===== src/fppid_pkg.sv =====
// Package for the fixed-point PID controller.
// Holds the beat payload types, item kind codes, register indexes and arithmetic constants.
// No dependencies.
package fppid_pkg;

  localparam int FRAC_BITS   = 8;
  localparam int DFILT_SHIFT = 2;

  localparam int CFG_IDX_W  = 3;
  localparam int CFG_DATA_W = 31;

  typedef enum logic [1:0] {
    KIND_UPDATE  = 2'd0,
    KIND_PRELOAD = 2'd1,
    KIND_RESET   = 2'd2,
    KIND_ALIGN   = 2'd3
  } kind_t;

  typedef enum logic [CFG_IDX_W-1:0] {
    REG_PROP_GAIN   = 3'd0,
    REG_INTEG_GAIN  = 3'd1,
    REG_DERIV_GAIN  = 3'd2,
    REG_FF_GAIN     = 3'd3,
    REG_DRIVE_MIN   = 3'd4,
    REG_DRIVE_MAX   = 3'd5,
    REG_INTEG_LIMIT = 3'd6
  } reg_idx_t;

  typedef struct packed {
    logic [1:0]          kind;
    logic signed [15:0]  target;
    logic signed [15:0]  sensed;
    logic signed [15:0]  held_drive;
  } pid_in_t;

  typedef struct packed {
    logic signed [15:0]  drive;
    logic                at_high;
    logic                at_low;
  } pid_out_t;

endpackage


===== src/fixed_point_pid_controller.sv =====
// Fixed-point Q8 PID controller with anti-windup, feedforward and filtered derivative.
// One input register stage, one combinational update pass, one result register.
// Depends on fppid_pkg.
//
//   Channel  Signals                           Beat
//   input    in_valid, in_ready, in_data       one command (update, preload, reset, align)
//   output   out_valid, out_ready, out_data    one drive value with saturation flags
//   config   cfg_we, cfg_index, cfg_data       one register write, no handshake
//
// An accepted beat is held in the input register, its result in the result register;
// one item is accepted every cycle unless the output stalls. The controller state
// updates as an item moves into the result register, so each item sees all earlier
// ones. A stalled output holds the result register and then the input register.
// Synchronous reset clears both valid flags and the state, and loads config defaults.
module fixed_point_pid_controller (
  input  logic                          clk,
  input  logic                          rst,
  input  logic                          in_valid,
  output logic                          in_ready,
  input  fppid_pkg::pid_in_t            in_data,
  output logic                          out_valid,
  input  logic                          out_ready,
  output fppid_pkg::pid_out_t           out_data,
  input  logic                          cfg_we,
  input  logic [fppid_pkg::CFG_IDX_W-1:0]  cfg_index,
  input  logic [fppid_pkg::CFG_DATA_W-1:0] cfg_data
);
  import fppid_pkg::*;

  localparam logic signed [41:0] DFILT_BIAS = (42'sd1 <<< DFILT_SHIFT) - 42'sd1;
  localparam logic signed [41:0] FRAC_BIAS42 = (42'sd1 <<< FRAC_BITS) - 42'sd1;
  localparam logic signed [35:0] FRAC_BIAS36 = (36'sd1 <<< FRAC_BITS) - 36'sd1;

  function automatic logic signed [31:0] clamp_lim(input logic signed [34:0] v,
                                                   input logic [30:0] lim);
    logic signed [34:0] lim_s;
    lim_s = $signed({4'b0000, lim});
    if (v > lim_s) begin
      return 32'(lim_s);
    end else if (v < -lim_s) begin
      return 32'(-lim_s);
    end
    return 32'(v);
  endfunction

  logic signed [15:0] prop_gain;
  logic signed [15:0] integ_gain;
  logic signed [15:0] deriv_gain;
  logic signed [15:0] ff_gain;
  logic signed [15:0] drive_min;
  logic signed [15:0] drive_max;
  logic [30:0]        integ_limit;

  logic signed [31:0] integ_acc;
  logic signed [15:0] last_sensed;
  logic signed [40:0] deriv_filt;

  pid_in_t  s1;
  logic     s1_valid;
  logic     adv;

  logic signed [31:0] integ_acc_next;
  logic signed [15:0] last_sensed_next;
  logic signed [40:0] deriv_filt_next;
  pid_out_t           res_next;

  logic signed [16:0] err;
  logic signed [16:0] dsens;
  logic signed [32:0] p_term;
  logic signed [32:0] i_prod;
  logic signed [32:0] d_prod;
  logic signed [32:0] ff_term;
  logic signed [31:0] acc_cur;
  logic signed [31:0] ni;
  logic signed [40:0] raw_q8;
  logic signed [41:0] fdiff;
  logic signed [41:0] fdiff_adj;
  logic signed [40:0] filt_upd;
  logic signed [41:0] filt_adj;
  logic signed [32:0] d_q0;
  logic signed [35:0] sum;
  logic signed [35:0] sum_adj;
  logic signed [27:0] q;
  logic signed [34:0] pre_v;

  assign adv      = s1_valid && (!out_valid || out_ready);
  assign in_ready = !s1_valid || adv;

  always_comb begin
    err     = 17'(s1.target) - 17'(s1.sensed);
    dsens   = 17'(s1.sensed) - 17'(last_sensed);
    p_term  = 33'(prop_gain) * 33'(err);
    i_prod  = 33'(integ_gain) * 33'(err);
    d_prod  = 33'(deriv_gain) * 33'(dsens);
    ff_term = 33'(ff_gain) * 33'(s1.target);

    acc_cur = clamp_lim(35'(integ_acc), integ_limit);
    ni      = clamp_lim(35'(acc_cur) + 35'(i_prod), integ_limit);

    raw_q8    = -(41'(d_prod) <<< FRAC_BITS);
    fdiff     = 42'(raw_q8) - 42'(deriv_filt);
    fdiff_adj = fdiff + (fdiff < 0 ? DFILT_BIAS : 42'sd0);
    filt_upd  = 41'(42'(deriv_filt) + (fdiff_adj >>> DFILT_SHIFT));
    filt_adj  = 42'(filt_upd) + (filt_upd < 0 ? FRAC_BIAS42 : 42'sd0);
    d_q0      = 33'(filt_adj >>> FRAC_BITS);

    sum     = 36'(p_term) + 36'(ni) + 36'(d_q0) + 36'(ff_term);
    sum_adj = sum + (sum < 0 ? FRAC_BIAS36 : 36'sd0);
    q       = 28'(sum_adj >>> FRAC_BITS);

    pre_v = (35'(s1.held_drive) <<< FRAC_BITS) - 35'(p_term) - 35'(ff_term);

    integ_acc_next   = acc_cur;
    last_sensed_next = last_sensed;
    deriv_filt_next  = deriv_filt;
    res_next.drive   = '0;
    res_next.at_high = 1'b0;
    res_next.at_low  = 1'b0;

    unique case (kind_t'(s1.kind))
      KIND_UPDATE: begin
        deriv_filt_next  = filt_upd;
        last_sensed_next = s1.sensed;
        if (q >= 28'(drive_max)) begin
          res_next.drive   = drive_max;
          res_next.at_high = 1'b1;
          if (err <= 0) begin
            integ_acc_next = ni;
          end
        end else if (q <= 28'(drive_min)) begin
          res_next.drive  = drive_min;
          res_next.at_low = 1'b1;
          if (err >= 0) begin
            integ_acc_next = ni;
          end
        end else begin
          res_next.drive = 16'(q);
          integ_acc_next = ni;
        end
      end
      KIND_PRELOAD: begin
        integ_acc_next   = clamp_lim(pre_v, integ_limit);
        last_sensed_next = s1.sensed;
        deriv_filt_next  = '0;
      end
      KIND_RESET: begin
        integ_acc_next   = '0;
        last_sensed_next = '0;
        deriv_filt_next  = '0;
      end
      KIND_ALIGN: begin
        last_sensed_next = s1.sensed;
      end
      default: begin
        integ_acc_next = acc_cur;
      end
    endcase
  end

  always_ff @(posedge clk) begin
    if (rst) begin
      prop_gain   <= '0;
      integ_gain  <= '0;
      deriv_gain  <= '0;
      ff_gain     <= '0;
      drive_min   <= 16'sh8000;
      drive_max   <= 16'sh7FFF;
      integ_limit <= 31'd8388352;
    end else if (cfg_we) begin
      case (reg_idx_t'(cfg_index))
        REG_PROP_GAIN:   prop_gain   <= $signed(cfg_data[15:0]);
        REG_INTEG_GAIN:  integ_gain  <= $signed(cfg_data[15:0]);
        REG_DERIV_GAIN:  deriv_gain  <= $signed(cfg_data[15:0]);
        REG_FF_GAIN:     ff_gain     <= $signed(cfg_data[15:0]);
        REG_DRIVE_MIN:   drive_min   <= $signed(cfg_data[15:0]);
        REG_DRIVE_MAX:   drive_max   <= $signed(cfg_data[15:0]);
        REG_INTEG_LIMIT: integ_limit <= cfg_data;
        default: begin
        end
      endcase
    end
  end

  always_ff @(posedge clk) begin
    if (rst) begin
      s1_valid    <= 1'b0;
      out_valid   <= 1'b0;
      integ_acc   <= '0;
      last_sensed <= '0;
      deriv_filt  <= '0;
    end else begin
      if (in_valid && in_ready) begin
        s1_valid <= 1'b1;
      end else if (adv) begin
        s1_valid <= 1'b0;
      end
      if (adv) begin
        out_valid   <= 1'b1;
        integ_acc   <= integ_acc_next;
        last_sensed <= last_sensed_next;
        deriv_filt  <= deriv_filt_next;
      end else if (out_ready) begin
        out_valid <= 1'b0;
      end
      if (!adv && cfg_we && reg_idx_t'(cfg_index) == REG_INTEG_LIMIT) begin
        integ_acc <= clamp_lim(35'(integ_acc), cfg_data);
      end
    end
  end

  always_ff @(posedge clk) begin
    if (in_valid && in_ready) begin
      s1 <= in_data;
    end
    if (adv) begin
      out_data <= res_next;
    end
  end

  a_flags_exclusive: assert property (@(posedge clk) disable iff (rst)
    out_valid |-> !(out_data.at_high && out_data.at_low))
    else $error("both saturation flags set");

  a_high_is_max: assert property (@(posedge clk) disable iff (rst)
    (out_valid && out_data.at_high) |-> out_data.drive == drive_max)
    else $error("high flag without drive at upper limit");

  a_low_is_min: assert property (@(posedge clk) disable iff (rst)
    (out_valid && out_data.at_low) |-> out_data.drive == drive_min)
    else $error("low flag without drive at lower limit");

  a_stage_holds: assert property (@(posedge clk) disable iff (rst)
    (s1_valid && out_valid && !out_ready) |=> s1_valid && $stable(s1))
    else $error("input stage lost a beat during output stall");

  a_ready_when_empty: assert property (@(posedge clk) disable iff (rst)
    !s1_valid |-> in_ready)
    else $error("input not ready with empty input stage");

endmodule

===== config.mk =====
export PLATFORM = sky130hd
export DESIGN_NAME = fixed_point_pid_controller
export DESIGN_NICKNAME = d
export VERILOG_FILES = /design/src/fppid_pkg.sv /design/src/fixed_point_pid_controller.sv
export SDC_FILE = /design/constraint.sdc
export NUM_CORES = 2
export LEC_CHECK = 0
export BUFFER_PORTS_ARGS = -buffer_cell sky130_fd_sc_hd__buf_2
export CELL_PAD_IN_SITES_DETAIL_PLACEMENT = 0
export CELL_PAD_IN_SITES_GLOBAL_PLACEMENT = 1
export CORE_ASPECT_RATIO = 1.75
export CORE_MARGIN = 2
export CORE_UTILIZATION = 52
export CTS_CLUSTER_DIAMETER = 150
export DETAILED_ROUTE_END_ITERATION = 7
export PLACE_DENSITY = 0.83
export SYNTH_ARGS = -nofsm -noshare
export SYNTH_HDL_FRONTEND = slang
export SYNTH_SLANG_ARGS = --single-unit

===== constraint.sdc =====
create_clock -name clk -period 27.4 [get_ports clk]
set_input_delay 5.48 -clock clk [delete_from_list [all_inputs] [get_ports clk]]
set_output_delay 5.48 -clock clk [all_outputs]
set_load 0.05 [all_outputs]

== Yosys cells after proc, flatten, opt, wreduce, memory -nomap -nowiden ==
Index checks and enable logic that the tools add are counted.
Word-level totals
  word-level logic and storage cells: 135
  bits in registers: 286
Operators by class
  magnitude comparators: 15
  bitwise operators: 1
  reduce and logical (&&, ||, !) cells: 27
  eq/ne operators: 10
  add/sub/neg operators: 16
  $mul: 4
  multiplexer cells: 43
Operators with widths (number)
  $mux 32: 18
  $mul 16x17->33: 3
  $pmux 32 s3: 1
  $pmux 41 s2: 1
  $lt 32x35->1: 2
  $neg 31->35: 2
  $gt 32x32->1: 2
  $add 42x3->42: 1
  $lt 42x1->1 const B: 1
  $sub 41x41->42: 1
  $add 41x40->41: 1
  $add 41x9->41: 1
  $lt 41x1->1 const B: 1
  $neg 41->41: 1
  $add 35x32->36: 1
  $add 36x9->36: 1
  $lt 36x1->1 const B: 1
  $add 34x33->35: 1
  $gt 35x32->1: 1
  $lt 34x35->1: 1
  $lt 35x35->1: 1
  $sub 34x32->35: 1
  $add 32x33->34: 1
  $add 33x32->34: 1
  29 further kinds: 70

== Logic depth before layout (Yosys ltp) ==
  word-level depth: 22
  mapped depth: 119

== Worst setup path after synthesis ==
OpenSTA, ideal clock, no wires.
  path type: reg2reg
  start: register s1[16] (netlist name)
  end: register integ_acc[28]
  setup slack: 3.620 ns
  buffers on the path: 6
  library setup time: 0.074 ns
  clock period less this slack: 23.780 ns
  arrival: 23.706 ns
  stages on the path, launching flop included: 114
  cell sequence: edfxtp_1 inv_1 ha_1 fa_1 nor2b_1 o21ai_0 a21boi_0 o21ai_0 a21boi_0 o21ai_0 a21boi_0 o21ai_0 a21boi_0 o21ai_0 a21boi_0 o21a_1 or3_1 clkbuf_1 [... 78 more ...] nand4b_1 nor2_1 xor2_1 ha_1 a21o_1 a21o_1 a21o_1 a21o_1 a21o_1 a31oi_1 nand2_1 mux2i_1 a311o_1 a21oi_1 clkbuf_1 nand2_1 and4_1 a31oi_1
Between the ends
  longest elaborated chain between the ends: 22
  elaborated cells on any way between the ends: 47
  classes of those cells: 14 x add/sub; 3 x mul; 11 x order compare; 19 x mux
Ends and longest elaborated chain
  start: declaration: RTL line fixed_point_pid_controller.sv:58  | pid_in_t s1;
  start signal: assignment: RTL line fixed_point_pid_controller.sv:213  | s1 <= in_data;
  $sub 16x16->17: RTL line fixed_point_pid_controller.sv:91  | dsens = 17'(s1.sensed) - 17'(last_sensed);
  $mul 16x17->33: RTL line fixed_point_pid_controller.sv:94  | d_prod = 33'(deriv_gain) * 33'(dsens);
  $neg 41->41: RTL line fixed_point_pid_controller.sv:100  | raw_q8 = -(41'(d_prod) <<< FRAC_BITS);
  $sub 41x41->42: RTL line fixed_point_pid_controller.sv:101  | fdiff = 42'(raw_q8) - 42'(deriv_filt);
  $lt 42x1->1: RTL line fixed_point_pid_controller.sv:102  | fdiff_adj = fdiff + (fdiff < 0 ? DFILT_BIAS : 42'sd0);
  $mux 2: RTL line fixed_point_pid_controller.sv:102
  $add 42x3->42: RTL line fixed_point_pid_controller.sv:102
  $add 41x40->41: RTL line fixed_point_pid_controller.sv:103  | filt_upd = 41'(42'(deriv_filt) + (fdiff_adj >>> DFILT_SHIFT));
  [... 6 more ...]
  $mux 8: RTL line fixed_point_pid_controller.sv:108  | sum_adj = sum + (sum < 0 ? FRAC_BIAS36 : 36'sd0);
  $add 36x9->36: RTL line fixed_point_pid_controller.sv:108
  $le 28x16->1: RTL line fixed_point_pid_controller.sv:130  | end else if (q <= 28'(drive_min)) begin
  $mux 32: RTL line fixed_point_pid_controller.sv:130
  $mux 32: RTL line fixed_point_pid_controller.sv:124  | if (q >= 28'(drive_max)) begin
  $pmux 32 s3 (*): RTL line fixed_point_pid_controller.sv:120  | unique case (kind_t'(s1.kind))
  $mux 32 (*): RTL line fixed_point_pid_controller.sv:197  | if (adv) begin
  $mux 32 (*): RTL line fixed_point_pid_controller.sv:205  | if (!adv && cfg_we && reg_idx_t'(cfg_index) == REG_INTEG_LIMIT) begin
  end signal: assignment: RTL line fixed_point_pid_controller.sv:199  | integ_acc <= integ_acc_next;
  end signal: assignment: RTL line fixed_point_pid_controller.sv:206  | integ_acc <= clamp_lim(35'(integ_acc), cfg_data);
  end: declaration: RTL line fixed_point_pid_controller.sv:54  | logic signed [31:0] integ_acc;
Mark *: on every way between the ends. The rest lies on a longest branch, timed or not. The select of a mux whose other input is x is not followed.
A chain may end at the register's enable or synchronous reset.

== Final worst setup path ==
  start: register s1[16] (netlist name)
  end: register integ_acc[5]
Same word-level chain as after synthesis.

==> impl_metrics.toml <==
[worst_setup_path]
rrSetupSlack_ns = 1.76
crit_path_max_incr_delay_ns = 0.61
path_class = "reg -> reg"
cp-end-kind = "flop"
path_common_cell = "a21o_1"
critPathArrivalTime_ns = 26.17
cp_top_family = "compound AO/OA/AOI/OAI gates"
critPathLaunch = "s1[16]"
worstPathRequired_ns = 27.93
crit_buf_inv = 8
critPathMaxFanout = 22
crit_slowest_cell = "or4_4"
start_kind = "flop"
r2r_start = "s1[16]"

[floorplanning]
io_pins = 109
start_util_pct = 52.22
fp.dieH_um = 516.7
die-area_um2 = 153500
fp-row-count = 188
core_um2 = 149600
die_w_um = 297.0

[yosys]
syn_inst = 9248
yosys.area_share.xor_xnor_pct = 5.536
syn_area_um2 = 78120
synth_top_area_share_pct = 31.37
synth_area_per_cell_um2 = 8.447
syn-num-nets = 11440
synth_compound_area_share_pct = 13.33
yosysMostFrequentCell = "inv_1"
synth_top_family_by_area = "adder cells"
synth_cell_type_count = 94
ys_ff_latch = 286
muxShareOfSynthArea_pct = 1.203
ys.flop_type = "dfxtp_1"
ys_seq_area_share_pct = 8.201
async_reset_ff_share_pct = 0
ys_warn_count = 0
synthSimpleGateAreaFrac_pct = 16.99
synth_fa_ha_area_share_pct = 45.40
synth_edf_count = 68
ys_top_cells_by_count = "1532 x inv_1, 1224 x fa_1, 1137 x nand2_1"
yosys-top-cells-area = "fa_1 31%, ha_1 14%, inv_1 7.4%, dfxtp_1 5.6%, nand2_1 5.5%"
yosys.area.top_type = "fa_1"

[global_routing]
grt_max_degree = 81
grt_pass1_wl_um = 440100
gr-usage-all-layers_pct = 38.75
grt.overflow.total = 0
antenna_found_initial = 34
grt_pass1_vias = 70500

[route]
ant_nets = 0
drc = 0
drt-vias-per-instance = 5.991
vias = 67320
post_drt_wl_per_cell_um = 26.38
wl_um = 296400
first_pass_iters = 6
first_iter_violations = 4452

[clock_tree]
cts_htree_levels = 2
holdBufCountCts = 0
clk_latency_ns = 0.65
cts-root-buf = "clkbuf_16"
clkSinkCount = 286
cts_made_buffers = 38
cts_tree = "built"
cts_buffer_depth = 3
clk_pin_slew_ns = 0.08

[placement]
globalplace.congestion = 1.035
io_buffer_count = 108
dp_hpwl_um = 242800

[sta]
setup-tns-final_ns = 0
fin_crit_ns = 25.64
timing_hold_violations_final = 0
setup_viol = 0
min_period_over_period_pct = 93.59
worstMarginPinSlew_ns = 1.436
slew_viol_final = 0
skew_ns = 0.07536
slew_headroom_pct = 3.231
fmax_mhz = 39.00

[layout]
final_net_count = 11380
syn_to_final_growth_pct = 6.045
drive_above_1_share_pct = 5.509

[min_path]
hp-class = "reg -> reg"
min_from = "drive_min[12]"

[run_status]
status = "finished clean"

[flow_run]
maxCapViolCount = 0
-- cell families after synthesis --
kind of cell	after synthesis
simple gates	2748
xor+xnor	492
mux	91
flops	286
fa+ha+maj	2100
buf+inv	1938
compound gates	1593
-- cell type report --
type	count	area (µm²)
Fill cell	14080	66770
Multi-Input combinational cell	7024	64770
Sequential cell	286	6406
Inverter	1536	5766
Tap cell	1995	2496
Timing Repair Buffer	306	2046
Clock buffer	51	1106
Clock inverter	18	197.7
Antenna cell	21	52.55
-- path summary, 6_finish.rpt --
| kind | to | cells after the start |
|---|---|---|
| min reg2reg | drive_min[12] | 2 |
| min | drive_min[12] | 2 |
| max | integ_acc[5] | 112 |
| max reg2reg | integ_acc[5] | 112 |
-- worst min-delay path, cell delays in order, from the launching register on --
cell and delay (ns):
dfxtp_1 0.31, nand2_1 0.05, a21oi_1 0.05
-- layout by cell type (no fill, tap or decap), types with 112 or more instances in the layout --
master	netlist	final
a21o_1	208	208
a21oi_1	467	461
and2_1	391	390
buf_4	0	197
dfxtp_1	218	218
fa_1	1224	1224
ha_1	876	876
inv_1	1532	1532
nand2_1	1137	1137
nand2b_1	118	116
nand3_1	132	132
nor2_1	402	395
nor2b_1	121	119
nor3_1	114	112
o21ai_0	270	264
xnor2_1	350	337
xor2_1	141	139
-- registers in the layout, indices dropped and copies added, names as in the netlist, 18 cells and up --
name	flops
out_data	18
integ_limit	31
s1	50
integ_acc	32
deriv_filt	41
-- layer usage --
layer | wire length (µm) | share of wire (%) | GRT usage (%)
met2 | 150000 | 51 | 69.03
met3 | 16090 | 5.4 | 5.823
met1 | 95310 | 32 | 37.99
met5 | 115 | 0.039 | 0
met4 | 34880 | 12 | 38.07
-- what timing repair did --
item,CTS,global route
gates resized for setup,0,25
setup endpoints to repair,0,50
hold endpoints to repair,0,0
buffers inserted,0,1
-- stage by stage --
stage | std cells | instance area (µm²) | setup slack, ns | utilization, % | hold WS [ns]
CTS | 11220 | 82690 | 0.7642 | 55.27 | 0.4623
global route | 11230 | 82820 | -0.02556 | 55.36 | 0.4804
global placement | 11150 | 81390 | 1.239 | 54.40 | 0.4440
finish | 11240 | 82840 | 1.757 | 55.37 | 0.4616
floorplan | 9248 | 78120 | 3.620 | - | 0.4363
detailed placement | 11150 | 81390 | 0.8788 | 54.40 | 0.4515
Power is left out: the tool's default activity adds up to more than one toggle a clock period on the data nets, which glitch-free logic cannot reach.
